--- src/hw/rtl/wlc_pkg.sv ---
// Package: shared types and constants of the wrapped line clipper.
`timescale 1ns / 1ps
package wlc_pkg;

	typedef struct packed {
		logic signed [31:0] start_lon;
		logic signed [31:0] start_lat;
		logic signed [31:0] end_lon;
		logic signed [31:0] end_lat;
	} in_item_t;

	typedef struct packed {
		logic signed [31:0] seg_start_x;
		logic signed [31:0] seg_start_y;
		logic signed [31:0] seg_end_x;
		logic signed [31:0] seg_end_y;
		logic               last_segment;
	} out_item_t;

	// Coordinates inside the block: 32 bits plus headroom for the 360 degree shifts
	localparam int CW = 34;

	// Outcode bits
	localparam logic [3:0] OC_WEST  = 4'h1;
	localparam logic [3:0] OC_EAST  = 4'h2;
	localparam logic [3:0] OC_SOUTH = 4'h4;
	localparam logic [3:0] OC_NORTH = 4'h8;

	// Register indexes
	localparam logic [1:0] REG_WEST  = 2'd0;
	localparam logic [1:0] REG_EAST  = 2'd1;
	localparam logic [1:0] REG_SOUTH = 2'd2;
	localparam logic [1:0] REG_NORTH = 2'd3;

	// One clip job handed from the front part to the back part
	typedef struct packed {
		logic signed [CW-1:0] x0;
		logic signed [CW-1:0] y0;
		logic signed [CW-1:0] x1;
		logic signed [CW-1:0] y1;
		logic                 last;   // last job of its item
	} job_t;

	typedef struct packed {
		logic signed [CW-1:0] west;
		logic signed [CW-1:0] east;
		logic signed [CW-1:0] south;
		logic signed [CW-1:0] north;
	} box_t;

endpackage

--- src/hw/rtl/wlc_queue.sv ---
// Short job queue between the front and the back parts.
`timescale 1ns / 1ps
module wlc_queue (
	input  logic          clk,
	input  logic          arst_n,
	input  logic          wr_valid,
	output logic          wr_ready,
	input  wlc_pkg::job_t wr_job,
	output logic          rd_valid,
	input  logic          rd_ready,
	output wlc_pkg::job_t rd_job
);
	import wlc_pkg::*;

	job_t       mem_q [2];
	logic       wp_q, rp_q;
	logic [1:0] cnt_q;

	assign wr_ready = cnt_q != 2'd2;
	assign rd_valid = cnt_q != 2'd0;
	assign rd_job   = mem_q[rp_q];

	always_ff @(posedge clk or negedge arst_n) begin
		if (!arst_n) begin
			wp_q  <= 1'b0;
			rp_q  <= 1'b0;
			cnt_q <= 2'd0;
		end else begin
			if (wr_valid && wr_ready) wp_q <= !wp_q;
			if (rd_valid && rd_ready) rp_q <= !rp_q;
			cnt_q <= cnt_q + 2'(wr_valid && wr_ready) - 2'(rd_valid && rd_ready);
		end
	end

	always_ff @(posedge clk) begin
		if (wr_valid && wr_ready) mem_q[wp_q] <= wr_job;
	end

	assert property (@(posedge clk) disable iff (!arst_n) cnt_q != 2'd3)
		else $error("queue count out of range");
	assert property (@(posedge clk) disable iff (!arst_n)
		(cnt_q == 2'd0 && wr_valid) |=> cnt_q == 2'd1)
		else $error("write into empty queue lost");
	assert property (@(posedge clk) disable iff (!arst_n)
		(wp_q == rp_q) |-> (cnt_q == 2'd0 || cnt_q == 2'd2))
		else $error("pointers and count disagree");

endmodule

--- config.mk ---
export PLATFORM = sky130hd
export DESIGN_NAME = wlc_queue
export DESIGN_NICKNAME = d
export VERILOG_FILES = /design/src/hw/rtl/wlc_pkg.sv /design/src/hw/rtl/wlc_queue.sv
export SDC_FILE = /design/constraint.sdc
export NUM_CORES = 1
export LEC_CHECK = 0
export BUFFER_PORTS_ARGS = -buffer_cell sky130_fd_sc_hd__clkbuf_2
export CAP_MARGIN = 20
export CORE_ASPECT_RATIO = 1.1
export CORE_UTILIZATION = 56
export CTS_CLUSTER_SIZE = 28
export DETAILED_ROUTE_END_ITERATION = 7
export PLACE_DENSITY = 0.85
export REMOVE_ABC_BUFFERS = 1
export SLEW_MARGIN = 10
export SYNTH_ARGS = -nofsm -noshare
export SYNTH_HDL_FRONTEND = slang
export SYNTH_SLANG_ARGS = --single-unit
--- constraint.sdc ---
create_clock -name clk -period 12.4 [get_ports clk]
set_input_delay 2.48 -clock clk [delete_from_list [all_inputs] [get_ports clk]]
set_output_delay 2.48 -clock clk [all_outputs]
set_load 0.1 [all_outputs]
Word-level counts from Yosys, hierarchy flattened
Memory sizes are Yosys's and may differ from the RTL's.
Index checks and enable logic that the tools add are counted.
Storage, ports and cells
  memory bits (writable): 274
  output and inout port bits: 139
  memories: 1
  logic and storage cells: 14
  bits of input ports: 141
  register bits: 4
Memories
  mem_q: words 2, width 137, rd ports 1, clocked after memory_dff 0, wr ports 1, line wlc_queue.sv:15  | job_t mem_q [2];
Cells by class
  eq/ne operators: 1
  mux-type cells: 2
  reduce and logical (&&, ||, !) cells: 5
  $add $sub $neg: 2
Operators with widths (count)
  $add A2 B1 Y2: 1
  $logic_and A1 B1 Y1: 2
  $logic_not A1 Y1: 2
  $mux W1: 2
  $ne A2 B2 Y1 const B: 1
  $reduce_bool A2 Y1: 1
  $sub A2 B1 Y2: 1

Depth between registers and ports, before layout
Gate-level depths: netlist of run 1.
  word-level depth: 4
  depth in mapped cells: 5
  gate-level depth less buffers: 5

Worst setup path before layout of run 1
Ideal clock, no wire load.
  path type: input to register
  start point: in wr_valid
  end point: mem mem_q[0][0] (netlist bit) (enable)
  cell stages on the path: 2
  setup slack: 3470 ps
  arrival time: 8294 ps
  path through: nand2_1 -> nor2_1
Between the ends
  word-level cells in the longest chain between the ends: 3
Ends and longest elaborated chain
  from (decl): line wlc_queue.sv:6  | input logic wr_valid,
  $logic_and A1 B1 Y1: line wlc_queue.sv:36  | if (wr_valid && wr_ready) mem_q[wp_q] <= wr_job;
  $mux W1: line wlc_queue.sv:36
  $mux W1 (not written as such): line wlc_queue.sv:36
  to (decl): line wlc_queue.sv:15
No other way between the ends.

==> results.cfg, run 1 <==
[status]
status = complete, no violations

[clocking]
cts_tree = done
hold_buffers = 0
ctsLongestPathBuffers = 3
insertion_delay_ns = 0.51
cts_setup_buffers = 0
ctsResizeCount = 0
cts_buffers = 27
path_clk_slew_ns = 0.06
cts-root-buf = clkbuf_16
cts-htree-levels = 1
clock-sinks = 278

[setup_path]
crit_required_ns = 9.92
critPathMaxFanout = 82
criticalPathCategory = reg2out
cp-start-kind = flip-flop
cp-end-kind = output port
cp.arrival_ns = 3.24

[die]
initial_core_util_pct = 57.2
die_h_um = 143
core_area_um2 = 17700
die_area_um2 = 18700
die_w_um = 130
fp-row-count = 51
io_pins = 280

[sta]
maxSlewViolCount = 0
fmax_mhz = 175
setup_viol_count_final = 0
slew_headroom_pct = 27.4
finalCritPeriodShare_pct = 46.1
min_period_ns = 5.72
tightestPinTransition_ns = 1.09
hold_viol_final = 0
setup_tns_ns = 0
rsz0062_at_grt = no
clock_skew_ns = 0.0162

[global_route]
grt_pass1_vias = 5491
track_usage_pct = 19.6
grt_pass1_wl_mm = 27.5
grt_antenna_before_repair = 2
grt_max_degree = 83
overflow = 0

[yosys]
async_flop_share_pct = 1.44
synth_area_per_cell_um2 = 22.7
synth_top_flop_cell = edfxtp_1
yosysMostFrequentCell = edfxtp_1
ys_ff_latch = 278
synth_edf_count = 274
synth_top_area_share_pct = 81.0
synth.area.top_cells = edfxtp_1 81%, mux2_2 15%, buf_6 1.4%
synth.cell_area_um2 = 10200
netlist_top_cells_count = 274 x edfxtp_1, 137 x mux2_2, 13 x buf_6, 4 x dfrtp_1
synth.distinct_cells = 19
synth_seq_area_share_pct = 82.0
ys.warnings.count = 0
synth_top_area_cell = edfxtp_1
synth_cells = 448

[finish]
multi_input_area_um2 = 1680
syn_to_final_growth_pct = 23.4
layout-drive-gt1-share_pct = 60.2
fin_nets = 887
fillerInstances = 1159
seqCellArea_um2 = 8330
fin_cells = 999
fin_area_um2 = 12500

[drt]
drt_iter0_drc = 303
vias = 5219
firstDrtPassIters = 4
ant_nets = 0
drc = 0
avgViaCountPerCell = 5.22
wl_mm = 18.8
wl_per_cell_um = 18.9

[placed_design]
dpl-instance-area_um2 = 11700
placed_cells = 954
io_buffers = 279
hpwl_mm = 12.6
gp_congestion = 0.772

[worst_hold_path]
hold_path.class = reg2reg

[job]
drv_cap = 0
==> cells by family (layout without fill, tap and decap cells) <==
| group | Yosys count | after routing | share of synthesized area [%] |
|---|---|---|---|
| xor gates and xnor gates | 3 | 3 | 0.259 |
| and+or+nand+nor | 11 | 11 | 0.592 |
| adders and majority gates | 1 | 1 | 0.123 |
| buffers and inverters | 15 | 326 | 1.57 |
| muxes | 137 | 137 | 15.2 |
| DFF | 278 | 278 | 82.0 |
| AOI/OAI and AO/OA | 3 | 3 | 0.234 |
| other | 0 | 2 | 0 |
==> flip-flops by register name, indices dropped and copies added, names as in the netlist <==
name / count
cnt_q: 2
rp_q: 1
mem_q: 274
wp_q: 1
==> layout by cell type, fill, tap and decap left out, types with 3 or more instances in the layout <==
master     instances
mux2_2           137
clkbuf_2         279
buf_4              4
xnor2_1            3
edfxtp_1         274
clkbuf_16         27
clkbuf_1           5
dfrtp_1            3
clkinv_1           6
clkinv_2           3
==> area by class of cell <==
cell class                      count  share of cell area, %
Sequential cell                   278                   66.5
Multi-Input combinational cell    155                   13.4
Clock inverter                     11                  0.779
Timing Repair Buffer              283                   11.4
Clock buffer                       32                   5.54
Tap cell                          238                   2.38
Antenna cell                        2                 0.0399
==> final timing paths <==
path | start | endpoint | slack (ns) | cells after the start
max | rp_q | rd_job[126] | 6.68 | 3
min | wp_q | wp_q | 0.59 | 1
max reg2reg | cnt_q[0] | mem_q[1][26] | 9.60 | 3
min reg2reg | wp_q | wp_q | 0.59 | 1
max in group asynchronous | arst_n | rp_q | 10.46 | 1
min in group asynchronous | arst_n | wp_q | 1.78 | 1
==> metrics by stage <==
stage                     hold slack, ns  setup WS, ns  utilization, %
after floorplan                    0.460          3.47               -
after global placement             0.534          7.26            66.1
after detailed placement           0.573          7.20            66.1
after CTS                          0.585          6.64            70.6
after global routing               0.600          6.51            70.6
final                              0.587          6.68            70.6
==> routing by layer <==
layer / GRT usage [%] / up-vias / part of all wire, %
met2: 35.3 / 200 / 53
met5: 0 / - / 0
met4: 6.96 / 0 / 2.8
li1: - / 2389 / -
met3: 6.41 / 44 / 8.6
met1: 21.4 / 2586 / 36
==> critical path, cell delays in order (launching register included) <==
cell and delay (ns):
dfrtp_4 1.14, buf_4 0.72, mux2_2 0.43, clkbuf_2 0.37
Power of run 1 is left out: the tool's default activity adds up to more than one toggle a clock period on the data nets, which glitch-free logic cannot reach.
==> run 2: changes to the inputs <==
--- a/config.mk
+++ b/config.mk
@@ -8,10 +8,10 @@
 export BUFFER_PORTS_ARGS = -buffer_cell sky130_fd_sc_hd__clkbuf_2
 export CAP_MARGIN = 20
 export CORE_ASPECT_RATIO = 1.1
-export CORE_UTILIZATION = 56
+export CORE_UTILIZATION = 52
 export CTS_CLUSTER_SIZE = 28
 export DETAILED_ROUTE_END_ITERATION = 7
-export PLACE_DENSITY = 0.85
+export PLACE_DENSITY = 0.79
 export REMOVE_ABC_BUFFERS = 1
 export SLEW_MARGIN = 10
 export SYNTH_ARGS = -nofsm -noshare
==> constraint.sdc (replaced) <==
create_clock -name clk -period 5.95 [get_ports clk]
set_input_delay 1.19 -clock clk [delete_from_list [all_inputs] [get_ports clk]]
set_output_delay 1.19 -clock clk [all_outputs]
set_load 0.1 [all_outputs]
==> run 2 against run 1 <==
Effect of this change: clock skew shrank 0.0096 ns; worst setup slack lost 4.7 ns; worst hold slack lost 0.11 ns; routed wire length shrank 1.1%; final cell count grew 1.5%; utilization shrank 4.6 points; via count shrank 0.88%; design area grew 0.64%; first-iteration DRC count shrank 31%; count of clock-buffer cells in the layout grew 1; critical path depth is the same; flip-flop and latch count is the same.
==> results.cfg, run 2 (same netlist as run 1, synthesis figures left out) <==
[status]
status = complete, no violations

[global_route]
grt_max_degree = 83
track_usage_pct = 18.1
overflow = 0
grt_pass1_wl_mm = 27.5
grt_pass1_vias = 5453
grt_antenna_before_repair = 2

[finish]
regMostFlops = mem_q
largest_reg_flops = 274
fin_nets = 889
final_cell_mix = 279 x clkbuf_2, 274 x edfxtp_1, 137 x mux2_2
largest_registers = mem_q (274), cnt_q (2)
final_common_cell = clkbuf_2
layout-drive-gt1-share_pct = 60.4
fin_cells = 1014
multi_input_area_um2 = 1680
seqCellArea_um2 = 8330
fillerInstances = 1289
syn_to_final_growth_pct = 24.2

[clocking]
ctsLongestPathBuffers = 3
cts_buffers = 27
hold_buffers = 0
cts-htree-levels = 1
path_clk_slew_ns = 0.06
cts_tree = done
clock-sinks = 278
cts-root-buf = clkbuf_16
insertion_delay_ns = 0.51
cts_setup_buffers = 0
ctsResizeCount = 0

[die]
io_pins = 280
die_h_um = 149
fp-row-count = 53
initial_core_util_pct = 53.2
die_w_um = 135
core_area_um2 = 19100
die_area_um2 = 20100

[setup_path]
crit_required_ns = 4.76
r2r_slack_ns = 3.76
slowest_stage = dfrtp_4
criticalPathCategory = reg2out
cpPeakStageDelay_ns = 0.94
worstPathBufferInverterCount = 2
cp.arrival_ns = 2.75
cp-end-kind = output port
path_delay_family = flip-flops
cp-start-kind = flip-flop
critPathMaxFanout = 79
path_cells = buf_12 > mux2_2 > clkbuf_2

[placed_design]
placed_cells = 964
pre_cts_ws_ns = 2.52
io_buffers = 279
hpwl_mm = 12.3
gp_congestion = 0.738

[drt]
vias = 5173
firstDrtPassIters = 4
wl_per_cell_um = 18.4
avgViaCountPerCell = 5.10
drc = 0
ant_nets = 0
wl_mm = 18.6
drt_iter0_drc = 210

[sta]
tightestPinTransition_ns = 1.00
setup_viol_count_final = 0
setup_ws_ns = 2.01
min_period_ns = 3.94
rsz0062_at_grt = no
hold_viol_final = 0
finalCritPeriodShare_pct = 66.2
slew_headroom_pct = 33.3
clock_skew_ns = 0.00662
maxSlewViolCount = 0
fmax_mhz = 254

[worst_hold_path]
hold_path.class = in2async

[job]
drv_cap = 0
==> run 2: cell type report <==
cell class | count | area share [%]
tap | 247 | 2.45
timing repair buffer | 285 | 11.7
clock buffer | 33 | 5.54
multi-input combinational | 155 | 13.3
antenna | 2 | 0.0397
sequential | 278 | 66.1
clock inverter | 14 | 0.913
==> run 2: stage by stage <==
step / setup TNS (ns) / area [um2] / hold WS (ns) / util [%]
after CTS: 0 / 12600 / 0.450 / 65.9
after floorplan: -251.48 / 9990 / 0.460 / -
after global placement: 0 / 11800 / 0.538 / 61.6
after global routing: 0 / 12600 / 0.458 / 66.0
after detailed placement: 0 / 11800 / 0.558 / 61.6
final: 0 / 12600 / 0.472 / 66.0
==> run 2: layer usage <==
layer  vias up  GRT usage, %  wire length [um]
met5         -             0                 0
met4         0          7.47               610
li1       2403             -                 -
met2       189          31.6              9490
met3        45          5.56              1580
met1      2536          20.5              6960
==> run 2: final timing paths <==
kind,from,endpoint,depth (start not counted)
hold reg to reg,wp_q,wp_q,1
min in group clk,wp_q,wp_q,1
setup reg to reg,cnt_q[0],mem_q[1][50],4
hold / removal,arst_n,wp_q,1
setup / recovery,rp_q,rd_job[82],3
max in group asynchronous,arst_n,rp_q,1
==> run 2: worst register-to-register path, delay by kind of cell, from the launching register on <==
kind,cells,cell delay (ns)
DFF,1,0.42
buffers and inverters,2,0.82
and+or+nand+nor,2,0.60
Power of run 2 is left out for the same reason.
