$ cat src/hw/rtl/wlc_pkg.sv
// Package: shared types and constants of the wrapped line clipper.
`timescale 1ns / 1ps
package wlc_pkg;

	typedef struct packed {
		logic signed [31:0] start_lon;
		logic signed [31:0] start_lat;
		logic signed [31:0] end_lon;
		logic signed [31:0] end_lat;
	} in_item_t;

	typedef struct packed {
		logic signed [31:0] seg_start_x;
		logic signed [31:0] seg_start_y;
		logic signed [31:0] seg_end_x;
		logic signed [31:0] seg_end_y;
		logic               last_segment;
	} out_item_t;

	// Coordinates inside the block: 32 bits plus headroom for the 360 degree shifts
	localparam int CW = 34;

	// Outcode bits
	localparam logic [3:0] OC_WEST  = 4'h1;
	localparam logic [3:0] OC_EAST  = 4'h2;
	localparam logic [3:0] OC_SOUTH = 4'h4;
	localparam logic [3:0] OC_NORTH = 4'h8;

	// Register indexes
	localparam logic [1:0] REG_WEST  = 2'd0;
	localparam logic [1:0] REG_EAST  = 2'd1;
	localparam logic [1:0] REG_SOUTH = 2'd2;
	localparam logic [1:0] REG_NORTH = 2'd3;

	// One clip job handed from the front part to the back part
	typedef struct packed {
		logic signed [CW-1:0] x0;
		logic signed [CW-1:0] y0;
		logic signed [CW-1:0] x1;
		logic signed [CW-1:0] y1;
		logic                 last;   // last job of its item
	} job_t;

	typedef struct packed {
		logic signed [CW-1:0] west;
		logic signed [CW-1:0] east;
		logic signed [CW-1:0] south;
		logic signed [CW-1:0] north;
	} box_t;

endpackage

$ cat src/hw/rtl/wlc_front.sv
// Front part: wraps longitudes and splits an item into one or two clip jobs.
`timescale 1ns / 1ps
module wlc_front #(
	parameter int FRAC_BITS = 16
) (
	input  logic               clk,
	input  logic               arst_n,
	input  logic               in_valid,
	output logic               in_ready,
	input  wlc_pkg::in_item_t  in_item,
	input  wlc_pkg::box_t      box,
	output logic               job_valid,
	input  logic               job_ready,
	output wlc_pkg::job_t      job
);
	import wlc_pkg::*;

	localparam logic signed [CW-1:0] DEG180 = CW'(180) <<< FRAC_BITS;
	localparam logic signed [CW-1:0] DEG360 = CW'(360) <<< FRAC_BITS;

	logic               busy_q;
	logic               second_q;
	job_t               j0_q, j1_q;
	logic               two_q;

	logic signed [CW-1:0] ax0, ay0, ax1, ay1, d;

	// Wrap and classify the incoming item
	always_comb begin
		ax0 = CW'(in_item.start_lon);
		ay0 = CW'(in_item.start_lat);
		ax1 = CW'(in_item.end_lon);
		ay1 = CW'(in_item.end_lat);
		if (ax0 < box.west) ax0 = ax0 + DEG360;
		if (ax1 < box.west) ax1 = ax1 + DEG360;
		d = ax0 - ax1;
		if (d < 0) d = -d;
	end

	assign in_ready  = !busy_q;
	assign job_valid = busy_q;
	assign job       = second_q ? j1_q : j0_q;

	always_ff @(posedge clk or negedge arst_n) begin
		if (!arst_n) begin
			busy_q   <= 1'b0;
			second_q <= 1'b0;
			two_q    <= 1'b0;
		end else if (!busy_q) begin
			if (in_valid) begin
				busy_q   <= 1'b1;
				second_q <= 1'b0;
				two_q    <= d > DEG180;
			end
		end else if (job_ready) begin
			if (two_q && !second_q) second_q <= 1'b1;
			else begin
				busy_q   <= 1'b0;
				second_q <= 1'b0;
			end
		end
	end

	// Job payloads
	always_ff @(posedge clk) begin
		if (!busy_q && in_valid) begin
			j1_q.last  <= 1'b1;
			if (d > DEG180) begin
				j0_q.last <= 1'b0;
				if (ax0 > ax1) begin
					j0_q.x0 <= ax0;          j0_q.y0 <= ay0;
					j0_q.x1 <= ax1 + DEG360; j0_q.y1 <= ay1;
					j1_q.x0 <= ax0 - DEG360; j1_q.y0 <= ay0;
					j1_q.x1 <= ax1;          j1_q.y1 <= ay1;
				end else begin
					j0_q.x0 <= ax1;          j0_q.y0 <= ay1;
					j0_q.x1 <= ax0 + DEG360; j0_q.y1 <= ay0;
					j1_q.x0 <= ax1 - DEG360; j1_q.y0 <= ay1;
					j1_q.x1 <= ax0;          j1_q.y1 <= ay0;
				end
			end else begin
				j0_q.last <= 1'b1;
				j0_q.x0 <= ax0; j0_q.y0 <= ay0;
				j0_q.x1 <= ax1; j0_q.y1 <= ay1;
			end
		end
	end

	assert property (@(posedge clk) disable iff (!arst_n) second_q |-> busy_q && two_q)
		else $error("second job without a split item");
	assert property (@(posedge clk) disable iff (!arst_n) (in_valid && in_ready) |=> busy_q)
		else $error("accepted item not held");
	assert property (@(posedge clk) disable iff (!arst_n) (busy_q && !two_q) |-> !second_q)
		else $error("single job item took a second job");

endmodule

$ cat config.mk
export PLATFORM = sky130hd
export DESIGN_NAME = wlc_front
export DESIGN_NICKNAME = d
export VERILOG_FILES = /design/src/hw/rtl/wlc_pkg.sv /design/src/hw/rtl/wlc_front.sv
export SDC_FILE = /design/constraint.sdc
export NUM_CORES = 1
export LEC_CHECK = 0
export ABC_AREA = 1
export CORE_MARGIN = 8
export CORE_UTILIZATION = 55
export CTS_BUF_LIST = sky130_fd_sc_hd__clkbuf_8
export DETAILED_ROUTE_END_ITERATION = 10
export DONT_BUFFER_PORTS = 1
export PLACE_DENSITY = 0.84
export SKIP_CTS_REPAIR_TIMING = 1
export SYNTH_ARGS = -nofsm -noshare
export SYNTH_HDL_FRONTEND = slang
export SYNTH_SLANG_ARGS = --single-unit
$ cat constraint.sdc
create_clock -name clk -period 10.3 [get_ports clk]
set_input_delay 0 -clock clk [delete_from_list [all_inputs] [get_ports clk]]
set_output_delay 0 -clock clk [all_outputs]
set_load 0.01 [all_outputs]
* Yosys cells after proc, flatten, opt, wreduce, memory -nomap -nowiden
Cells that the tools add are included. Widths: inputs -> output; s select.
Storage, ports and cells: flip-flop bits (word level) 276, bits in latches 0, RAM bits 0, bits in read-only memories 0, bits of input ports 268, output and inout bits 139, logic and storage cells 49, memories kept 0
Operators by class: add/sub/neg operators 8, $mul 0, div/mod/pow operators 0, $lt $le $gt $ge 5, eq/ne operators 1, shift-type cells 0, mux-type cells 14, bitwise logic cells 1, reduce and logical (&&, ||, !) cells 8
Operator list (count):
- $mux 137 | 2
- $mux 136 | 2
- $mux 34 | 3
- $add 34x26->34 const B | 2
- $lt 32x34->1 | 2
- $sub 34x26->34 const B | 2
- $add 32x26->33 const B | 2
- $gt 34x25->1 const B | 1
- $gt 34x34->1 | 1
- $lt 34x1->1 const B | 1
- $neg 34->34 | 1
- $sub 34x34->34 | 1
- $mux 1 | 7
- $reduce_and 2->1 | 3
- $logic_and 1x1->1 | 2
- $logic_not 1->1 | 2
- $ne 2x2->1 const B | 1
- $reduce_bool 2->1 | 1
- $not 1->1 | 1

* Logic depth before layout (Yosys ltp)
Gate-level depths: netlist of the first run.
depth in word-level cells 7, mapped depth 45, mapped depth without buffers 44

* Worst setup path before layout of the first run
No wires, ideal clock.
path type flip-flop to flip-flop, from register busy_q (netlist: job_valid), to register j1_q[101] in the netlist's numbering (enable), setup time 0.480 ns, arrival time 9.305 ns, required time 9.820 ns, slack 0.515 ns, cell stages (with the launch flop) 4, path buffers 0, clock period less this slack 9.785 ns, path through dfrtp_1 -> nor2_1 -> nand3_1 -> inv_1
Between the ends: longest elaborated chain between the ends 3
Ends and longest elaborated chain:
- from (decl) | line wlc_front.sv:21 | logic busy_q;
- from (signal assigned) | line wlc_front.sv:46 | busy_q <= 1'b0;
- from (signal assigned) | line wlc_front.sv:51 | busy_q <= 1'b1;
- from (signal assigned) | line wlc_front.sv:58 | busy_q <= 1'b0;
- $logic_not 1->1 | line wlc_front.sv:66 | if (!busy_q && in_valid) begin
- $logic_and 1x1->1 | line wlc_front.sv:66
- $reduce_and 2->1 (no line)
- to (decl) | line wlc_front.sv:23 | job_t j0_q, j1_q;
No other way between the ends. A chain may end at the register's enable or synchronous reset.

* Worst setup path after layout of the first run
from input port box[135] in the netlist's numbering, to register j0_q[89] in the netlist's numbering, data pin
Between the ends: longest elaborated chain between the ends 7, elaborated cells between the ends (all ways) 12, those cells by class add/sub (2); order compare (5); mux (5)
Ends and longest elaborated chain:
- from (decl) | line wlc_front.sv:11 | input wlc_pkg::box_t box,
- $lt 32x34->1 (on tied branches) | line wlc_front.sv:34, wlc_front.sv:35
- $mux 34 (on tied branches) | line wlc_front.sv:34, wlc_front.sv:35
- $sub 34x34->34 | line wlc_front.sv:36 | d = ax0 - ax1;
- $neg 34->34 or $lt 34x1->1 (tied branches) | line wlc_front.sv:37 | if (d < 0) d = -d;
- $mux 34 | line wlc_front.sv:37
- $gt 34x25->1 | line wlc_front.sv:68 | if (d > DEG180) begin
- $mux 137 (*) | line wlc_front.sv:68
- to (decl) | line wlc_front.sv:23
Every way passes the cells marked *; elsewhere a longest branch is shown, timed or not.

==> results of run 1 <==
where the power goes:
group	internal, W	switching [W]
registers	0.00151	0.0000920
clock network	0.000437	0.000456
logic	0.000519	0.00140
kinds of logic after synthesis:
group           synth area share, %
simple gates                  35.43
fa+ha+maj                     6.336
buf+inv                       8.066
xor+xnor                      2.799
compound gates                6.838
flops                         40.53
routing by layer:
metal  wire length (um)  vias up
met1              24570     8939
met4               2557        0
met2              30770     1250
li1                   -     9182
met5                  0        -
met3               7470      211
how the worst max path moves through the flow:
stage / start / end / slack, ns / cells after the start
floorplan: job_valid$_DFF_PN0_ / j1_q[101]$_DFFE_PP_ / 0.51 / 3
global placement: box[111] / j1_q[125]$_DFFE_PP_ / 2.54 / 36
detailed placement: box[111] / j1_q[125]$_DFFE_PP_ / 2.35 / 36
CTS: box[111] / j1_q[59]$_DFFE_PP_ / 2.98 / 36
global route: box[135] / j0_q[17]$_DFFE_PP_ / 1.70 / 40
finish: box[135] / j0_q[89]$_DFFE_PP_ / 2.19 / 40
flip-flops by register name, indices dropped and copies added (netlist names):
register / count
j1_q: 131
two_q: 1
second_q: 1
j0_q: 132
job_valid: 1
stage by stage:
step / hold slack [ns] / std cells / power [W]
after floorplan: -0.2956 / 2747 / 0.002956
after global placement: -0.2953 / 3110 / 0.003329
after detailed placement: -0.2953 / 3110 / 0.003386
after CTS: -0.9288 / 3193 / 0.004269
after global routing: 0.0009543 / 3379 / 0.004689
final: -0.05704 / 3381 / 0.004411
cell type report:
cell class / count / share of cell area, %
timing repair buffer: 196 / 8.612
tap: 461 / 2.571
clock buffer: 45 / 2.761
inverter: 264 / 4.440
clock inverter: 38 / 0.8869
multi-input combinational: 2107 / 45.12
sequential: 266 / 35.56
antenna: 4 / 0.04462
worst min-delay path, stage by stage:
cell and delay [ns]:
nand2_1 0.04, nand2_2 0.10, nand2_1 0.05, o21ai_0 0.20
cells in the final DEF, fill, tap and decap left out, types with 6 or more instances in the layout:
cell	synthesis	final
nand2_1	1221	1221
nor4_1	8	8
xor2_1	51	51
nor2_1	121	120
buf_4	8	12
o21ai_1	20	20
clkbuf_8	0	45
nor3_1	16	16
a21o_1	6	6
o21ai_0	153	153
xnor2_1	10	10
nand3b_1	11	11
nand2_4	6	7
clkinv_1	2	9
inv_1	259	276
ha_1	98	98
a21oi_1	58	58
nand4_1	30	30
edfxtp_1	263	263
clkinv_2	0	6
dlygate4sd3_1	0	184
nand2_2	25	24
nand3_1	233	233
==> reports/qor.log, run 1 <==
qor: cts.ctsRootBufferMaster clkbuf_8
qor: sta.finalSetupTns 0 ns
qor: synthesis.netlist_instances 2,747
qor: layout.seq_cell_area 7976 sq um
qor: placement.port_buffers 0
qor: layout.area_of_the_multi_input_gates 10,120 sq um
qor: sta.maxSlewHeadroom 27.93%
qor: setup_path.worstPathBufferInverterCount 7
qor: global_routing.gr-max-usage-layer met2
qor: synthesis.synth_most_common_cell nand2_1
qor: worst_hold_path.whs_endpoint j1_q[122]$_DFFE_PP_
qor: placement.placement.cell_area 19,760 sq um
qor: sta.max_slew.worst_pin.slew 1.081 ns
qor: synthesis.synthTopCellsByArea edfxtp_1 (40%), nand2_1 (23%), ha_1 (6.2%)
qor: routing.dr_total_vias 19,580
qor: routing.via_per_inst 5.792
qor: floorplanning.floorplan.rows 69
qor: global_routing.globalRouteTotalUtil 27.98%
qor: global_routing.initial_antenna_violation_count 1
qor: setup_path.worst_path_required_time 10.77 ns
qor: synthesis.synth_fp_nets 3,114
qor: synthesis.synth_edf_count 263
qor: power.max-vdd-ir-drop 280.0 uV
qor: setup_path.worst_ep_arrival_time 8.58 ns
qor: layout.drive_above_1_share 4.184%
qor: synthesis.postSynthRegisterBits 266
qor: global_routing.grt.met2_usage 46.65%
qor: synthesis.commonest_cells_in_the_synthesized_netlist nand2_1 (1,221), edfxtp_1 (263), inv_1 (259), nand3_1 (233), o21ai_0 (153)
qor: setup_path.critical_path.most_common_cell nand2_1
qor: cts.cts_htree_levels 2
qor: global_routing.global_route_wire_length_before_repair 94,190 um
qor: sta.finalHoldViolCount 8
qor: run_status.status finished with violations
qor: synthesis.ys_async_sr_fraction 1.128%
qor: placement.hpwl 43,640 um
qor: power.powerDensity 196.6 nW/um^2
qor: synthesis.yosys.area.top_type edfxtp_1
qor: setup_path.timing.critical_path.fanout_max 73
qor: sta.maxClockFrequency 123.3 MHz
qor: synthesis.syn_avg_cell_area 7.160 sq um
qor: sta.timing.final.setup_violations 0
qor: setup_path.delay_contributed_by_the_slowest_stage_of_the_critical_path 0.86 ns
qor: floorplanning.initial_utilization 55.57%
qor: floorplanning.core_area 35,400 sq um
qor: sta.slew_viol_final 0
qor: setup_path.worstSetupStartpointType input port
qor: setup_path.worst_path_max_delay_cell nand2_4
qor: setup_path.worstSetupEndpointType register
qor: sta.period_needed 8.112 ns
qor: setup_path.critical_path.reg2reg.endpoint j1_q[117]$_DFFE_PP_
qor: job.drv_cap 0
qor: sta.final.setup.worst_slack 2.188 ns
qor: setup_path.rr_worst_depth 5
qor: worst_hold_path.hold_path_class input port to register
qor: synthesis.synthDistinctLibCells 46
qor: run_status.violations hold timing
qor: synthesis.synthesis.yosys.warnings 0
qor: synthesis.synth_top_area_share 40.15%
qor: cts.clk_path_buf_depth 3
qor: routing.final_wirelength 65,370 um
qor: layout.fillCellCount 2,912
qor: worst_hold_path.worstHoldStart in_item[115]
qor: floorplanning.die-height 205.1 um
qor: layout.layout-area-overhead-vs-synth 14.05%
qor: cts.cts_inserted_buffers 45
qor: global_routing.grt_use_met1 35.56%
qor: cts.worst_skew_pair.late_latency 0.62 ns
qor: global_routing.grt_util_met3 5.408%
qor: cts.cts_num_sinks 266
qor: cts.path_clk_slew 0.06 ns
qor: placement.pre_cts_slack 2.345 ns
qor: synthesis.syn_area 19,670 sq um
qor: setup_path.timing.reg2reg.setup_slack 6.78 ns
qor: power.leakage 10.81 nW
qor: setup_path.critPathTopFamily simple AND/OR/NAND/NOR gates
qor: global_routing.via_count_of_the_first_global_routing_pass 17,360
qor: routing.final_antenna_net_count 0
qor: placement.routabilityCongestion 0.9637
qor: floorplanning.design.portCount 407
qor: routing.drt-initial-drc-count 2,529
qor: sta.skew 0.03757 ns
qor: routing.drt_drc_violations_left 0
qor: layout.final_util 63.37%
qor: floorplanning.dieArea 42,070 sq um
qor: cts.tritoncts built
qor: setup_path.crit-reg2reg-launch job_valid$_DFF_PN0_
qor: layout.postLayoutCellArea 22,430 sq um
qor: setup_path.crit_type input port to register
qor: routing.detail_route.wl_per_cell 19.33 um
qor: routing.detailedRoute.firstPassIterationCount 7
qor: layout.final_nets 3,247
qor: worst_hold_path.whs_path_depth 4
qor: global_routing.grt_remaining_overflow 0
qor: sta.rsz0062_at_grt no
qor: sta.worst_hold_slack -0.05704 ns
qor: synthesis.seq_area_frac_synth 40.53%
qor: synthesis.postSynth.topFlopCell edfxtp_1
qor: floorplanning.dieWidth 205.1 um
qor: sta.final_min_period_over_clock_period 78.76%
qor: global_routing.grt_start_max_net_pins 97
Power figures use the tool's default switching activity.
==> run 2, diff against run 1 <==
--- a/config.mk
+++ b/config.mk
@@ -5,13 +5,13 @@
 export SDC_FILE = /design/constraint.sdc
 export NUM_CORES = 1
 export LEC_CHECK = 0
-export ABC_AREA = 1
+export ABC_AREA = 0
 export CORE_MARGIN = 8
 export CORE_UTILIZATION = 55
 export CTS_BUF_LIST = sky130_fd_sc_hd__clkbuf_8
 export DETAILED_ROUTE_END_ITERATION = 10
 export DONT_BUFFER_PORTS = 1
-export PLACE_DENSITY = 0.84
+export PLACE_DENSITY = 0.81
 export SKIP_CTS_REPAIR_TIMING = 1
 export SYNTH_ARGS = -nofsm -noshare
 export SYNTH_HDL_FRONTEND = slang
==> constraint.sdc (replaced) <==
create_clock -name clk -period 7.8 [get_ports clk]
set_input_delay 0 -clock clk [delete_from_list [all_inputs] [get_ports clk]]
set_output_delay 0 -clock clk [all_outputs]
set_load 0.01 [all_outputs]
==> reports/qor.log, run 2 <==
qor: sta.max_slew.worst_pin.slew 1.230 ns
qor: setup_path.delay_contributed_by_the_slowest_stage_of_the_critical_path 0.58 ns
qor: job.drv_cap 0
qor: synthesis.netlist_instances 1,887
qor: cts.path_clk_slew 0.06 ns
qor: global_routing.grt.met2_usage 42.21%
qor: setup_path.critical_path.most_common_cell a21oi_2
qor: routing.detail_route.wl_per_cell 23.71 um
qor: sta.final.setup.worst_slack 0.3144 ns
qor: placement.dpl.cell_count 2,299
qor: power.max-vdd-ir-drop 164.0 uV
qor: global_routing.global_route_wire_length_before_repair 84,640 um
qor: sta.maxSlewHeadroom 17.53%
qor: synthesis.synth_simple_gate_area_share 16.34%
qor: routing.drt-initial-drc-count 1,391
qor: synthesis.synth_edf_count 263
qor: sta.skew 0.02739 ns
qor: floorplanning.dieWidth 203.1 um
qor: layout.most-common-layout-cells nand2_1 (325), edfxtp_1 (263), mux2_2 (210), dlygate4sd3_1 (162), inv_1 (97)
qor: layout.layout.cells.non_filler 2,544
qor: floorplanning.core_area 34,540 sq um
qor: sta.finalHoldViolCount 1
qor: routing.final_antenna_net_count 0
qor: synthesis.seq_area_frac_synth 41.41%
qor: setup_path.crit_type input port to register
qor: floorplanning.floorplan.rows 68
qor: layout.drive_above_1_share 18.82%
qor: worst_hold_path.hold_path_class input port to register
qor: cts.worst_skew_pair.late_latency 0.58 ns
qor: cts.cts_inserted_buffers 46
qor: cts.ctsRootBufferMaster clkbuf_8
qor: synthesis.synthDistinctLibCells 97
qor: synthesis.synth_compound_area_share 11.90%
qor: power.powerDensity 248.8 nW/um^2
qor: sta.worst_hold_slack -0.09535 ns
qor: layout.number_of_flip_flops_in_the_largest_register 132
qor: global_routing.globalRouteTotalUtil 25.62%
qor: floorplanning.design.portCount 407
qor: synthesis.postSynth.topFlopCell edfxtp_1
qor: layout.postLayoutCellArea 22,470 sq um
qor: setup_path.worst_path_required_time 8.10 ns
qor: routing.drt_drc_violations_left 0
qor: global_routing.initial_antenna_violation_count 2
qor: setup_path.worstSetupEndpointType register
qor: run_status.status finished with violations
qor: routing.dr_total_vias 16,140
qor: floorplanning.dieArea 41,250 sq um
qor: cts.cts_htree_levels 2
qor: routing.final_wirelength 60,310 um
qor: floorplanning.die-height 203.1 um
qor: synthesis.synth_top_area_share 41.02%
qor: global_routing.grt_use_met1 32.46%
qor: sta.maxClockFrequency 133.6 MHz
qor: global_routing.via_count_of_the_first_global_routing_pass 14,680
qor: synthesis.synthTopCellsByArea edfxtp_1 (41%), mux2_2 (12%), nand2_1 (6.4%)
qor: setup_path.worst_path_max_delay_cell a2111oi_4
qor: global_routing.grt_start_max_net_pins 82
qor: synthesis.synth_xor_xnor_area_share 4.179%
qor: power.leakage 8.547 nW
qor: layout.leading_cell_type_in_the_layout_fill_and_taps_excluded nand2_1
qor: global_routing.gr-max-usage-layer met2
qor: routing.detailedRoute.firstPassIterationCount 7
qor: placement.hpwl 41,680 um
qor: synthesis.syn_avg_cell_area 10.20 sq um
qor: setup_path.worstSetupStartpointType input port
qor: global_routing.grt_remaining_overflow 0
qor: synthesis.post_synth_adder_cell_area 6.577%
qor: layout.final_util 65.06%
qor: sta.timing.final.setup_violations 0
qor: synthesis.yosys-mux-area-fraction 15.94%
qor: floorplanning.initial_utilization 55.73%
qor: synthesis.commonest_cells_in_the_synthesized_netlist nand2_1 (327), edfxtp_1 (263), mux2_2 (210), ha_1 (98), o21ai_0 (89)
qor: cts.clk_path_buf_depth 3
qor: synthesis.yosys.area.top_type edfxtp_1
qor: layout.final_nets 2,421
qor: layout.top_register j0_q
qor: worst_hold_path.whs_path_depth 3
qor: global_routing.grt_util_met3 6.136%
qor: placement.port_buffers 0
qor: sta.period_needed 7.486 ns
qor: setup_path.timing.critical_path.fanout_max 28
qor: synthesis.ys_async_sr_fraction 1.128%
qor: placement.routabilityCongestion 0.9582
qor: placement.pre_cts_slack 0.3434 ns
qor: synthesis.synth_top_family_by_area simple AND/OR/NAND/NOR gates
qor: cts.cts_num_sinks 266
qor: synthesis.syn_area 19,250 sq um
qor: synthesis.postSynthRegisterBits 266
qor: placement.placement.cell_area 20,010 sq um
qor: sta.slew_viol_final 0
qor: layout.largest_registers j0_q (132), j1_q (131)
qor: synthesis.synthesis.yosys.warnings 0
qor: setup_path.worst_ep_arrival_time 7.78 ns
qor: cts.tritoncts built
qor: synthesis.synth_fp_nets 2,254
qor: sta.final_min_period_over_clock_period 95.97%
qor: routing.via_per_inst 6.345
qor: setup_path.rr_worst_depth 4
qor: synthesis.synth_most_common_cell nand2_1
qor: run_status.violations hold timing
qor: layout.layout-area-overhead-vs-synth 16.74%
-- run 2: cell count changes in the layout (fill, tap and decap cells not counted), sizes merged, moves of 28 or more --
cell   change
o21ai     -80
xnor2     +34
inv      -184
buf       +29
a21oi     +28
nand3    -186
nand2    -925
mux2     +240
nor2      -43
-- run 2: power by group --
group | leakage, nW | switching, W | internal [W]
Combinational | 5.58 | 0.00142 | 0.000888
Sequential | 2.48 | 0.000128 | 0.00195
Clock | 0.491 | 0.000594 | 0.000611
Total | 8.55 | 0.00214 | 0.00345
-- run 2: worst paths after layout --
path / to / start / slack [ns]
hold reg to reg: two_q$_DFFE_PN0P_ / two_q$_DFFE_PN0P_ / 0.49
max in group asynchronous: second_q$_DFFE_PN0P_ / arst_n / 7.41
min in group asynchronous: two_q$_DFFE_PN0P_ / arst_n / 0.22
hold / removal: j0_q[135]$_DFFE_PP_ / in_item[126] / -0.1
setup reg to reg: job_valid$_DFF_PN0_ / second_q$_DFFE_PN0P_ / 4.73
setup / recovery: j0_q[20]$_DFFE_PP_ / box[105] / 0.31
-- run 2: metrics by stage --
step	total power, W	setup TNS, ns
after floorplan	0.003685	0
after global placement	0.004165	0
after detailed placement	0.004230	0
after CTS	0.005410	0
after global routing	0.005836	-0.1239
final	0.005591	0
-- run 2: final cells by class --
| cell class | count | area [sq um] |
|---|---|---|
| inverter | 82 | 312.8 |
| clock inverter | 33 | 163.9 |
| multi-input combinational | 1455 | 10710 |
| sequential | 266 | 7976 |
| timing repair buffer | 203 | 2067 |
| antenna | 1 | 2.502 |
| tap | 455 | 569.3 |
| clock buffer | 49 | 674.4 |
| fill | 2596 | 12070 |
-- run 2: critical path, delay by kind of cell --
kind / cells / cell delay (ns)
simple gates: 6 / 1.39
buf+inv: 4 / 1.06
mux: 1 / 0.36
compound gates: 17 / 4.01
xor+xnor: 1 / 0.25
fa+ha+maj: 2 / 0.63
-- run 2: cell families after synthesis --
group,Yosys count
AOI/OAI and AO/OA,344
adders and majority gates,101
xor gates and xnor gates,84
buffers and inverters,166
muxes,265
and+or+nand+nor,661
DFF,266
-- run 2: metal layers --
metal | vias to the layer above | routed length [um]
li1 | 7327 | -
met1 | 7693 | 23270
met2 | 964 | 28790
met3 | 154 | 6061
met4 | 4 | 2156
met5 | - | 31
