[config.mk]
export PLATFORM = sky130hd
export DESIGN_NAME = wlc_back
export DESIGN_NICKNAME = d
export VERILOG_FILES = /design/src/hw/rtl/wlc_pkg.sv /design/src/hw/rtl/wlc_div.sv /design/src/hw/rtl/wlc_back.sv
export SDC_FILE = /design/constraint.sdc
export NUM_CORES = 2
export LEC_CHECK = 0
export BUFFER_PORTS_ARGS = -buffer_cell sky130_fd_sc_hd__clkbuf_2
export CORE_MARGIN = 1.5
export CORE_UTILIZATION = 50
export CTS_CLUSTER_SIZE = 20
export DETAILED_ROUTE_END_ITERATION = 8
export PLACE_DENSITY = 0.67
export RECOVER_POWER = 100
export SLEW_MARGIN = 10
export SYNTH_ARGS = -nofsm -noshare
export SYNTH_HDL_FRONTEND = slang
export SYNTH_SLANG_ARGS = --single-unit
[constraint.sdc]
create_clock -name clk -period 12.95 [get_ports clk]
set_input_delay 1.9425 -clock clk [delete_from_list [all_inputs] [get_ports clk]]
set_output_delay 1.9425 -clock clk [all_outputs]
set_load 0.01 [all_outputs]
[src/hw/rtl/wlc_pkg.sv]
// Package: shared types and constants of the wrapped line clipper.
`timescale 1ns / 1ps
package wlc_pkg;

	typedef struct packed {
		logic signed [31:0] start_lon;
		logic signed [31:0] start_lat;
		logic signed [31:0] end_lon;
		logic signed [31:0] end_lat;
	} in_item_t;

	typedef struct packed {
		logic signed [31:0] seg_start_x;
		logic signed [31:0] seg_start_y;
		logic signed [31:0] seg_end_x;
		logic signed [31:0] seg_end_y;
		logic               last_segment;
	} out_item_t;

	// Coordinates inside the block: 32 bits plus headroom for the 360 degree shifts
	localparam int CW = 34;

	// Outcode bits
	localparam logic [3:0] OC_WEST  = 4'h1;
	localparam logic [3:0] OC_EAST  = 4'h2;
	localparam logic [3:0] OC_SOUTH = 4'h4;
	localparam logic [3:0] OC_NORTH = 4'h8;

	// Register indexes
	localparam logic [1:0] REG_WEST  = 2'd0;
	localparam logic [1:0] REG_EAST  = 2'd1;
	localparam logic [1:0] REG_SOUTH = 2'd2;
	localparam logic [1:0] REG_NORTH = 2'd3;

	// One clip job handed from the front part to the back part
	typedef struct packed {
		logic signed [CW-1:0] x0;
		logic signed [CW-1:0] y0;
		logic signed [CW-1:0] x1;
		logic signed [CW-1:0] y1;
		logic                 last;   // last job of its item
	} job_t;

	typedef struct packed {
		logic signed [CW-1:0] west;
		logic signed [CW-1:0] east;
		logic signed [CW-1:0] south;
		logic signed [CW-1:0] north;
	} box_t;

endpackage

[src/hw/rtl/wlc_div.sv]
// Serial divider: 128 by 64 bit unsigned restoring division, one bit a cycle.
`timescale 1ns / 1ps
module wlc_div (
	input  logic         clk,
	input  logic         arst_n,
	input  logic         start,
	input  logic [127:0] dividend,
	input  logic [63:0]  divisor,
	output logic         done,
	output logic [63:0]  quot
);
	logic [127:0] num_q;
	logic [64:0]  rem_q;
	logic [63:0]  den_q;
	logic [63:0]  quot_q;
	logic [6:0]   cnt_q;
	logic         run_q;
	logic [64:0]  trial;

	assign trial = {rem_q[63:0], num_q[127]};
	assign quot  = quot_q;

	always_ff @(posedge clk or negedge arst_n) begin
		if (!arst_n) begin
			run_q <= 1'b0;
			done  <= 1'b0;
			cnt_q <= '0;
		end else begin
			done <= 1'b0;
			if (start) begin
				run_q <= 1'b1;
				cnt_q <= '0;
			end else if (run_q) begin
				cnt_q <= cnt_q + 7'd1;
				if (cnt_q == 7'd127) begin
					run_q <= 1'b0;
					done  <= 1'b1;
				end
			end
		end
	end

	always_ff @(posedge clk) begin
		if (start) begin
			num_q  <= dividend;
			den_q  <= divisor;
			rem_q  <= '0;
			quot_q <= '0;
		end else if (run_q) begin
			num_q <= num_q << 1;
			if (trial >= {1'b0, den_q}) begin
				rem_q  <= trial - {1'b0, den_q};
				quot_q <= {quot_q[62:0], 1'b1};
			end else begin
				rem_q  <= trial;
				quot_q <= {quot_q[62:0], 1'b0};
			end
		end
	end

	assert property (@(posedge clk) disable iff (!arst_n) done |-> !run_q)
		else $error("divider done while running");
	assert property (@(posedge clk) disable iff (!arst_n) start |=> run_q)
		else $error("divider failed to start");
	assert property (@(posedge clk) disable iff (!arst_n) run_q |-> !done)
		else $error("done raised early");

endmodule

[src/hw/rtl/wlc_back.sv]
// Back part: Cohen-Sutherland clip passes with a shared serial divider.
`timescale 1ns / 1ps
module wlc_back #(
	parameter int MAX_PASSES = 8
) (
	input  logic               clk,
	input  logic               arst_n,
	input  logic               job_valid,
	output logic               job_ready,
	input  wlc_pkg::job_t      job,
	input  wlc_pkg::box_t      box,
	output logic               out_valid,
	input  logic               out_ready,
	output wlc_pkg::out_item_t out_item
);
	import wlc_pkg::*;

	localparam int PW = $clog2(MAX_PASSES + 1);

	typedef enum logic [5:0] {
		ST_IDLE = 6'b000001,
		ST_TEST = 6'b000010,
		ST_MUL  = 6'b000100,
		ST_DIV  = 6'b001000,
		ST_UPD  = 6'b010000,
		ST_OUT  = 6'b100000
	} state_t;

	state_t               state_q;
	logic signed [CW-1:0] x0_q, y0_q, x1_q, y1_q;
	logic                 last_q;
	logic [PW-1:0]        pass_q;
	logic                 pend_q;     // held piece is valid
	out_item_t            held_q;
	out_item_t            obuf_q;
	logic                 ovalid_q;

	// Outcodes
	function automatic logic [3:0] oc(input logic signed [CW-1:0] x,
		input logic signed [CW-1:0] y, input box_t b);
		logic [3:0] c;
		c = '0;
		if (x < b.west)  c = c | OC_WEST;
		if (x > b.east)  c = c | OC_EAST;
		if (y < b.south) c = c | OC_SOUTH;
		if (y > b.north) c = c | OC_NORTH;
		return c;
	endfunction

	logic [3:0] c0, c1, co;
	assign c0 = oc(x0_q, y0_q, box);
	assign c1 = oc(x1_q, y1_q, box);
	assign co = (c0 != 4'd0) ? c0 : c1;

	// Interpolation operands for the chosen edge
	logic signed [CW:0] base, delta, reach, span, edge_v;
	logic               alt_y;   // result goes to y, x takes the edge
	always_comb begin
		alt_y = 1'b0;
		if ((co & OC_NORTH) != 4'd0) begin
			base = (CW+1)'(x0_q); delta = (CW+1)'(x1_q) - (CW+1)'(x0_q);
			reach = (CW+1)'(box.north) - (CW+1)'(y0_q);
			span = (CW+1)'(y1_q) - (CW+1)'(y0_q); edge_v = (CW+1)'(box.north);
		end else if ((co & OC_SOUTH) != 4'd0) begin
			base = (CW+1)'(x0_q); delta = (CW+1)'(x1_q) - (CW+1)'(x0_q);
			reach = (CW+1)'(box.south) - (CW+1)'(y0_q);
			span = (CW+1)'(y1_q) - (CW+1)'(y0_q); edge_v = (CW+1)'(box.south);
		end else if ((co & OC_EAST) != 4'd0) begin
			alt_y = 1'b1;
			base = (CW+1)'(y0_q); delta = (CW+1)'(y1_q) - (CW+1)'(y0_q);
			reach = (CW+1)'(box.east) - (CW+1)'(x0_q);
			span = (CW+1)'(x1_q) - (CW+1)'(x0_q); edge_v = (CW+1)'(box.east);
		end else begin
			alt_y = 1'b1;
			base = (CW+1)'(y0_q); delta = (CW+1)'(y1_q) - (CW+1)'(y0_q);
			reach = (CW+1)'(box.west) - (CW+1)'(x0_q);
			span = (CW+1)'(x1_q) - (CW+1)'(x0_q); edge_v = (CW+1)'(box.west);
		end
	end

	// Pass operands, registered; the product is built over four partial products
	logic signed [CW:0] base_q, edge_q;
	logic               alt_q, side1_q, neg_q, zero_q;
	logic [CW:0]        ma_q, mb_q;
	logic [63:0]        den_q;
	logic [1:0]         mstep_q;
	logic [127:0]       prod_q;
	logic               dgo_q;      // product complete, divider starts
	logic               dstart;
	logic               ddone;
	logic [63:0]        dquot;

	function automatic logic [CW:0] absv(input logic signed [CW:0] v);
		return v < 0 ? -v : v;
	endfunction

	// One 18 by 18 bit slice product a step
	localparam int HW = (CW + 2) / 2;
	logic [HW-1:0] pa, pb;
	logic [2*HW-1:0] pp;
	always_comb begin
		pa = mstep_q[1] ? HW'(ma_q >> HW) : HW'(ma_q);
		pb = mstep_q[0] ? HW'(mb_q >> HW) : HW'(mb_q);
		pp = pa * pb;
	end

	wlc_div u_div (
		.clk      (clk),
		.arst_n   (arst_n),
		.start    (dstart),
		.dividend (prod_q),
		.divisor  (den_q),
		.done     (ddone),
		.quot     (dquot)
	);

	assign dstart    = dgo_q;
	assign job_ready = (state_q == ST_IDLE);
	assign out_valid = ovalid_q;
	assign out_item  = obuf_q;

	logic signed [CW:0] result;
	always_comb begin
		if (zero_q) result = base_q;
		else if (neg_q) result = base_q - (CW+1)'(dquot);
		else result = base_q + (CW+1)'(dquot);
	end

	// Output register: takes a piece once the next one (or item end) is known
	logic emit;
	out_item_t emit_item;

	always_comb begin
		emit      = 1'b0;
		emit_item = held_q;
		if (pend_q && (!ovalid_q || out_ready)) begin
			if (state_q == ST_TEST && (c0 | c1) == 4'd0) emit = 1'b1;
			if (state_q == ST_OUT) begin
				emit = 1'b1;
				emit_item.last_segment = 1'b1;
			end
		end
	end

	always_ff @(posedge clk or negedge arst_n) begin
		if (!arst_n) begin
			ovalid_q <= 1'b0;
			obuf_q   <= '0;
		end else if (emit) begin
			obuf_q   <= emit_item;
			ovalid_q <= 1'b1;
		end else if (out_valid && out_ready) begin
			ovalid_q <= 1'b0;
		end
	end

	// Clip sequencer
	always_ff @(posedge clk or negedge arst_n) begin
		if (!arst_n) begin
			state_q <= ST_IDLE;
			pend_q  <= 1'b0;
			mstep_q <= '0;
			dgo_q   <= 1'b0;
			pass_q  <= '0;
			x0_q    <= '0;
			y0_q    <= '0;
			x1_q    <= '0;
			y1_q    <= '0;
			last_q  <= 1'b0;
			held_q  <= '0;
			base_q  <= '0;
			edge_q  <= '0;
			alt_q   <= 1'b0;
			side1_q <= 1'b0;
			ma_q    <= '0;
			mb_q    <= '0;
			den_q   <= '0;
			zero_q  <= 1'b0;
			neg_q   <= 1'b0;
			prod_q  <= '0;
		end else begin
			dgo_q <= 1'b0;
			case (state_q)
				ST_IDLE: begin
					if (job_valid) begin
						x0_q <= job.x0; y0_q <= job.y0;
						x1_q <= job.x1; y1_q <= job.y1;
						last_q  <= job.last;
						pass_q  <= '0;
						state_q <= ST_TEST;
					end
				end
				ST_TEST: begin
					if ((c0 | c1) == 4'd0) begin
						// Accepted: previous held piece goes out unmarked
						if (!ovalid_q || out_ready) begin
							held_q <= '{seg_start_x: x0_q[31:0], seg_start_y: y0_q[31:0],
								seg_end_x: x1_q[31:0], seg_end_y: y1_q[31:0],
								last_segment: 1'b0};
							pend_q  <= 1'b1;
							state_q <= last_q ? ST_OUT : ST_IDLE;
						end
					end else if ((c0 & c1) != 4'd0 || pass_q == PW'(MAX_PASSES)) begin
						state_q <= last_q ? ST_OUT : ST_IDLE;
					end else begin
						base_q  <= base;
						edge_q  <= edge_v;
						alt_q   <= alt_y;
						side1_q <= (c0 == 4'd0);
						ma_q    <= absv(delta);
						mb_q    <= absv(reach);
						den_q   <= 64'(absv(span));
						zero_q  <= (delta == 0) || (reach == 0) || (span == 0);
						neg_q   <= ((delta < 0) != (reach < 0)) != (span < 0);
						prod_q  <= '0;
						mstep_q <= '0;
						state_q <= ST_MUL;
					end
				end
				ST_MUL: begin
					prod_q  <= prod_q + (128'(pp) << (HW * (32'(mstep_q[1]) + 32'(mstep_q[0]))));
					mstep_q <= mstep_q + 2'd1;
					if (mstep_q == 2'd3) begin
						dgo_q   <= 1'b1;
						state_q <= ST_DIV;
					end
				end
				ST_DIV: begin
					if (ddone) state_q <= ST_UPD;
				end
				ST_UPD: begin
					pass_q <= pass_q + PW'(1);
					if (side1_q) begin
						x1_q <= alt_q ? edge_q[CW-1:0] : result[CW-1:0];
						y1_q <= alt_q ? result[CW-1:0] : edge_q[CW-1:0];
					end else begin
						x0_q <= alt_q ? edge_q[CW-1:0] : result[CW-1:0];
						y0_q <= alt_q ? result[CW-1:0] : edge_q[CW-1:0];
					end
					state_q <= ST_TEST;
				end
				ST_OUT: begin
					// Item ends: release held piece marked as last
					if (!pend_q) state_q <= ST_IDLE;
					else if (!ovalid_q || out_ready) begin
						pend_q  <= 1'b0;
						state_q <= ST_IDLE;
					end
				end
				default: state_q <= ST_IDLE;
			endcase
		end
	end

	assert property (@(posedge clk) disable iff (!arst_n)
		(state_q == ST_MUL && mstep_q == 2'd3) |=> state_q == ST_DIV)
		else $error("product not handed to divider");
	assert property (@(posedge clk) disable iff (!arst_n) ddone |-> state_q == ST_DIV)
		else $error("divider result unexpected");
	assert property (@(posedge clk) disable iff (!arst_n)
		(state_q == ST_OUT && !pend_q) |=> state_q == ST_IDLE)
		else $error("empty item close stalled");
	assert property (@(posedge clk) disable iff (!arst_n) pass_q <= PW'(MAX_PASSES))
		else $error("pass count beyond limit");

endmodule

==> After elaboration in Yosys (flattened, before gate mapping) <==
Cells that the tools add are included.
{ "word_totals": {"in_bits": 277, "reg_bits": 984, "output_inout_bits": 131} }
{ "op_classes": {"n_bitwise": 4, "muxes": 88, "n_eq_ne": 22, "n_addsub": 17, "magnitude_cmp": 12, "shift": 1, "n_reduce_logical": 29, "n_mul": 2} }
{ "op_table": {"columns": ["op", "n"], "rows": [
  ["34-bit two-way mux", 17],
  ["128-bit two-way mux", 4],
  ["35-bit two-way mux", 10],
  ["34-bit one-hot mux with 2 select lines", 4],
  ["128-bit one-hot mux with 2 select lines", 1],
  ["34-bit by 34-bit subtractor with 35-bit output", 6],
  ["34-bit greater-than comparator", 4],
  ["34-bit less-than comparator", 4],
  ["128-bit adder", 1],
  ["36-bit by 7-bit left shift with 128-bit output", 1],
  ["35-bit zero test", 3],
  ["35-bit by 1-bit less-than comparator with 1-bit output (second input constant)", 3],
  ["35-bit negator", 3],
  ["65-bit by 35-bit >= comparator with 1-bit output", 1],
  ["64-bit two-way mux", 1],
  ["64-bit by 35-bit subtractor with 64-bit output", 1],
  ["6-bit two-way mux", 9],
  ["18-bit by 18-bit multiplier with 36-bit output", 1],
  ["18-bit two-way mux", 2],
  ["6-bit one-hot mux with 6 select lines", 1],
  ["34-bit adder", 1],
  ["34-bit subtractor", 1],
  ["1-bit two-way mux", 24],
  ["3-bit AND reduction", 6],
  ["other kinds (36)", 66]
]} }

==> Longest topological paths before layout <==
{ "depth": {"word_depth": 13, "mapped_depth": 49} }

==> Hierarchy <==
A second synthesis with hierarchy kept.
{ "hier_totals": {"hier_cells": 9570, "hier_area_um2": 84098.2} }
{ "modules_own_cells": {"columns": ["module", "instances", "cells_per_inst", "area_per_inst_um2"], "rows": [
  ["wlc_back", 1, 7989, 67217.0],
  ["wlc_div", 1, 1581, 16881.2]
]} }

==> Worst setup path after synthesis <==
No wires, ideal clock.
{ "synth_path": {"kind": "register -> register", "startpoint": "register mstep_q[0]", "endpoint": "register prod_q[114]", "setup_slack_ns": 1.802, "setup_time_ns": 0.132, "t_arrival_ns": 11.017, "required_time_ns": 12.818, "path_buffers": 5, "synth_period_minus_slack_ns": 11.148, "path_stages_with_launch": 46, "cell_sequence": "dfrtp_1 clkbuf_1 buf_1 clkbuf_1 mux2i_1 nor2_1 fa_1 inv_1 fa_1 inv_1 ha_1 fa_1 inv_1 fa_1 fa_1 inv_1 ha_1 a21oi_1 [10 not listed] ha_1 clkbuf_1 nand3_1 nor4_1 nand2_1 a2111oi_0 nor4b_1 nor3_1 nor3_1 o31a_1 o21ai_1 a31oi_1 a31oi_1 a31oi_1 clkbuf_1 nor3b_1 xnor2_1 nor2_1"} }
{ "synth_between": {"elab_chain_len": 5, "elab_cells_between_ends": 7, "cone_classes": "add/sub (2); mul (2); shift (1); mux (2)"} }
{ "synth_rtl": {"columns": ["item", "line_no", "rtl"], "rows": [
  ["start, declared", "wlc_back.sv:86", "logic [1:0] mstep_q;"],
  ["start signal, assigned", "wlc_back.sv:222", "mstep_q <= mstep_q + 2'd1;"],
  ["18-bit two-way mux or 1-bit by 1-bit adder with 2-bit output (tied branches)", "wlc_back.sv:103, wlc_back.sv:221", null],
  ["18-bit by 18-bit multiplier with 36-bit output or 4-bit by 2-bit multiplier with 6-bit output (tied branches)", "wlc_back.sv:104, wlc_back.sv:221", null],
  ["36-bit by 7-bit left shift with 128-bit output (*)", "wlc_back.sv:221", "prod_q <= prod_q + (128'(pp) << (HW * (32'(mstep_q[1]) + 32'(mstep_q[0]))));"],
  ["128-bit adder (*)", "wlc_back.sv:221", null],
  ["128-bit one-hot mux with 2 select lines (*)", "wlc_back.sv:183", "case (state_q)"],
  ["end signal, assigned", "wlc_back.sv:221", null],
  ["end, declared", "wlc_back.sv:87", "logic [127:0] prod_q;"]
]} }
Every way passes the cells marked *; elsewhere a longest branch is shown, timed or not.
A chain may end at the register's enable or synchronous reset.

==> Final worst setup path <==
{ "layout_path": {"startpoint": "input box[129] (netlist bit)", "endpoint": "register held_q (netlist bit emit_item[49])"} }
{ "layout_between": {"elab_chain_len": 8, "elab_cells_between_ends": 13, "cone_classes": "order compare (2); mux (8); bitwise (1); reduce/logical (2)"} }
{ "layout_rtl": {"columns": ["item", "line_no", "rtl"], "rows": [
  ["start, declared", "wlc_back.sv:11", "input wlc_pkg::box_t box,"],
  ["34-bit less-than comparator", "wlc_back.sv:43", "if (x < b.west) c = c | OC_WEST;"],
  ["1-bit two-way mux", "wlc_back.sv:43", null],
  ["2-bit two-way mux", "wlc_back.sv:44", "if (x > b.east) c = c | OC_EAST;"],
  ["3-bit two-way mux", "wlc_back.sv:45", "if (y < b.south) c = c | OC_SOUTH;"],
  ["4-bit two-way mux", "wlc_back.sv:46", "if (y > b.north) c = c | OC_NORTH;"],
  ["4-bit bitwise OR (*)", "wlc_back.sv:194", "if ((c0 | c1) == 4'd0) begin"],
  ["4-bit zero test (*)", "wlc_back.sv:194", null],
  ["3-bit AND reduction (no source line) (*)", null, null],
  ["end signal, assigned", "wlc_back.sv:197", "held_q <= '{seg_start_x: x0_q[31:0], seg_start_y: y0_q[31:0],"],
  ["end, declared", "wlc_back.sv:34", "out_item_t held_q;"]
]} }
Marked as above.

==> reports/qor.yml <==
route:
  finalWirelength_um: 317000
  drtIter0Drc: 6856
  routed-via-count: 70900
  wl_per_cell_um: 27.7
  ant_nets: 0
  drtPass1Iterations: 7
  drcViolationCount: 0
  vias_per_cell: 6.20
timing:
  fmaxAchievable_ghz: 0.0794
  min_period_ns: 12.60
  slew_headroom_pct: -439
  worst_pin_slew_ns: 8.09
  rsz0062_at_grt: "false"
  hold-worst-slack_ns: 0.433
  final_hold_viol_count: 0
  postLayoutSetupSlackWorst_ns: 0.355
  slew_viol_final: 2361
  finalSetupViolCount: 0
  skew_ns: 0.0598
  finalSetupTns_ns: 0
  post-route-period-util_pct: 97.3
setup_path:
  start_kind: "input port"
  cp.required_ns: 13.61
  critPathArrivalTime_ns: 13.26
  end_kind: "flip-flop"
  crit_path_max_fanout: 129
  path_class: "in2reg"
synth:
  synth_area_sq_um: 79700
  ys_async_sr_fraction_pct: 73.5
  synth_area_leaders: "dfrtp_1 23%, ha_1 9.8%, fa_1 6.7%"
  postSynthCellCount: 9015
  netlist.area_leader.share_pct: 22.7
  ys.flop_type: "dfrtp_1"
  yosysWarnings: 0
  synth.distinct_cells: 106
  synth_edf_count: 163
  syn-num-nets: 10200
  syn_avg_cell_area_sq_um: 8.84
  yosys_register_bits: 984
  yosys.area.top_type: "dfrtp_1"
  ys_seq_area_share_pct: 31.3
global_routing:
  grt_overflow_total: 0
  first_global_vias: 68200
  grt_max_degree: 218
  grt_pass1_wl_um: 459000
  grt_usage_pct: 38.5
  antenna_found_initial: 17
floorplan:
  placementRows: 146
  chipWidth_um: 402
  die_area_sq_um: 162000
  initial_core_util_pct: 50.4
  die_y_um: 402
  fp.coreArea_sq_um: 158000
  io_pins: 408
run_status:
  outcome: "complete, but fails checks"
  violations: "capacitance limit, slew limit"
layout:
  final_layout_size_suffix_gt1_share_pct: 11.6
  syn2layout_area_growth_pct: 9.57
  n_fill_cell: 14500
  nets: 10400
hold_path:
  min_path_type: "reg2reg"
flow_run:
  maxCapViolCount: 32
placement:
  hpwl_um: 255000
  numPortBuffers: 407
  dp_slack_ns: 0.430
  routabilityCongestion: 1.07
cts:
  clk_path_buf_depth: 3
  h-tree-depth: 3
  postCtsSetupBuffers: 0
  cts_root_buffer: "clkbuf_16"
  cts.reportedPaths.clkPinSlew_ns: 0.07
  clock_latency_ns: 0.77
  clkSinkCount: 984
  cts_tree: "done"
  numCtsBuffers: 105
==> stage by stage <==
stage | utilization, % | area (sq um) | cells
6_report | 55.2 | 87300 | 11400
5_1_grt | 55.2 | 87300 | 11400
4_1_cts | 55.4 | 87600 | 11400
3_5_place_dp | 53.0 | 83900 | 11200
3_3_place_gp | 53.0 | 83900 | 11200
2_1_floorplan | - | 79700 | 9015
==> Yosys cell counts (all sizes together), types with 67 or more instances <==
master,n
dfrtp,722
mux2,433
a21o,238
a311oi,67
a211oi,141
nor2,821
fa,265
o21a,86
edfxtp,163
nand4,103
mux2i,144
a21oi,636
xor2,184
dfxtp,98
nand2,982
xnor2,315
clkbuf,323
buf,72
a31oi,139
ha,625
nor3,124
o21ai,578
nand3,153
inv,691
==> critical path, stage by stage <==
cell      delay, ns
clkbuf_1       0.22
inv_1          0.08
ha_1           0.30
nand4_1        0.11
or2_2          0.36
nor4_1         1.12
a21boi_0       0.99
o32ai_1        0.19
clkbuf_1       0.35
or3_1          0.46
nor3_1         0.32
clkbuf_1       5.39
mux2_2         0.94
==> sequential cells by signal, indices dropped and copies added, names as in the netlist, 35 cells and up <==
register / flops
u_div.den_q: 35
mb_q: 35
out_item: 129
den_q: 35
ma_q: 35
u_div.rem_q: 64
u_div.num_q: 128
emit_item: 128
prod_q: 128
==> cells in the final DEF (no fill, tap or decap), types with 25 or more instances in the layout <==
| master | n |
|---|---|
| or3_1 | 64 |
| a21oi_1 | 632 |
| nand4_1 | 102 |
| nor3b_1 | 25 |
| o211ai_1 | 60 |
| nor3_1 | 122 |
| a211oi_1 | 139 |
| mux2_2 | 427 |
| mux2i_1 | 142 |
| dfxtp_1 | 98 |
| a311oi_1 | 67 |
| nand2_1 | 980 |
| buf_4 | 102 |
| inv_1 | 690 |
| a21o_1 | 238 |
| o21bai_1 | 59 |
| dfrtp_1 | 718 |
| or2_2 | 25 |
| fa_1 | 265 |
| xor2_1 | 184 |
| clkbuf_16 | 105 |
| o21ai_0 | 572 |
| o22ai_1 | 28 |
| edfxtp_1 | 163 |
| o31ai_1 | 42 |
| o21a_1 | 86 |
| and3_1 | 49 |
| a31oi_1 | 138 |
| nor4_1 | 48 |
| a21boi_0 | 31 |
| nand2b_1 | 42 |
| nor2b_1 | 62 |
| o31a_1 | 28 |
| clkbuf_1 | 164 |
| clkbuf_2 | 279 |
| nor2_1 | 819 |
| ha_1 | 625 |
| xnor2_1 | 315 |
| and2_1 | 52 |
| nand3_1 | 153 |
==> repair_timing <==
action / in CTS / in global routing
resized for setup: 0 / 4
setup endpoints to repair: 0 / 22
hold buffers: 0 / 0
==> kinds of logic (layout without fill, tap and decap cells) <==
| group | after synthesis | count (layout) | synth area share, % |
|---|---|---|---|
| compound gates | 2327 | 2327 | 18.5 |
| buf+inv | 1087 | 1427 | 5.19 |
| flops | 984 | 984 | 31.3 |
| xor+xnor | 499 | 499 | 5.49 |
| mux | 577 | 577 | 7.93 |
| other cells | 0 | 14 | 0 |
| fa+ha+maj | 890 | 890 | 16.5 |
| simple gates | 2651 | 2651 | 15.1 |
==> metal layers <==
metal	global-route usage, %	routed length, um
met3	6.99	24400
met1	47.4	123000
met5	0	66
met4	30.9	30700
met2	59.5	139000
==> cell type report <==
class / count / area (sq um) / share of cell area (%)
clock inverter: 69 / 822 / 0.942
clock buffer: 129 / 2870 / 3.29
multi-input combinational: 6944 / 50600 / 58.0
tap: 2072 / 2590 / 2.97
antenna: 14 / 35.0 / 0.0401
timing repair buffer: 537 / 2760 / 3.17
sequential: 984 / 25000 / 28.6
inverter: 692 / 2600 / 2.98
==> worst paths after layout <==
kind / end / depth (start not counted) / start / slack, ns
setup / recovery: emit_item[49]$_DFFE_PN0P_ / 13 / box[129] / 0.35
setup reg to reg: prod_q[122]$_DFFE_PN0P_ / 41 / mstep_q[0]$_DFFE_PN0P_ / 0.78
hold reg to reg: u_div.den_q[5]$_DFFE_PP_ / 0 / den_q[5]$_DFFE_PN0P_ / 0.43
max in group asynchronous: prod_q[18]$_DFFE_PN0P_ / 3 / arst_n / 2.85
hold / removal: u_div.den_q[5]$_DFFE_PP_ / 0 / den_q[5]$_DFFE_PN0P_ / 0.43
min in group asynchronous: out_item[107]$_DFFE_PN0P_ / 1 / arst_n / 3.24
Power is not shown: default switching activity piles up to over one toggle a cycle in this logic, so the estimate is an artifact.
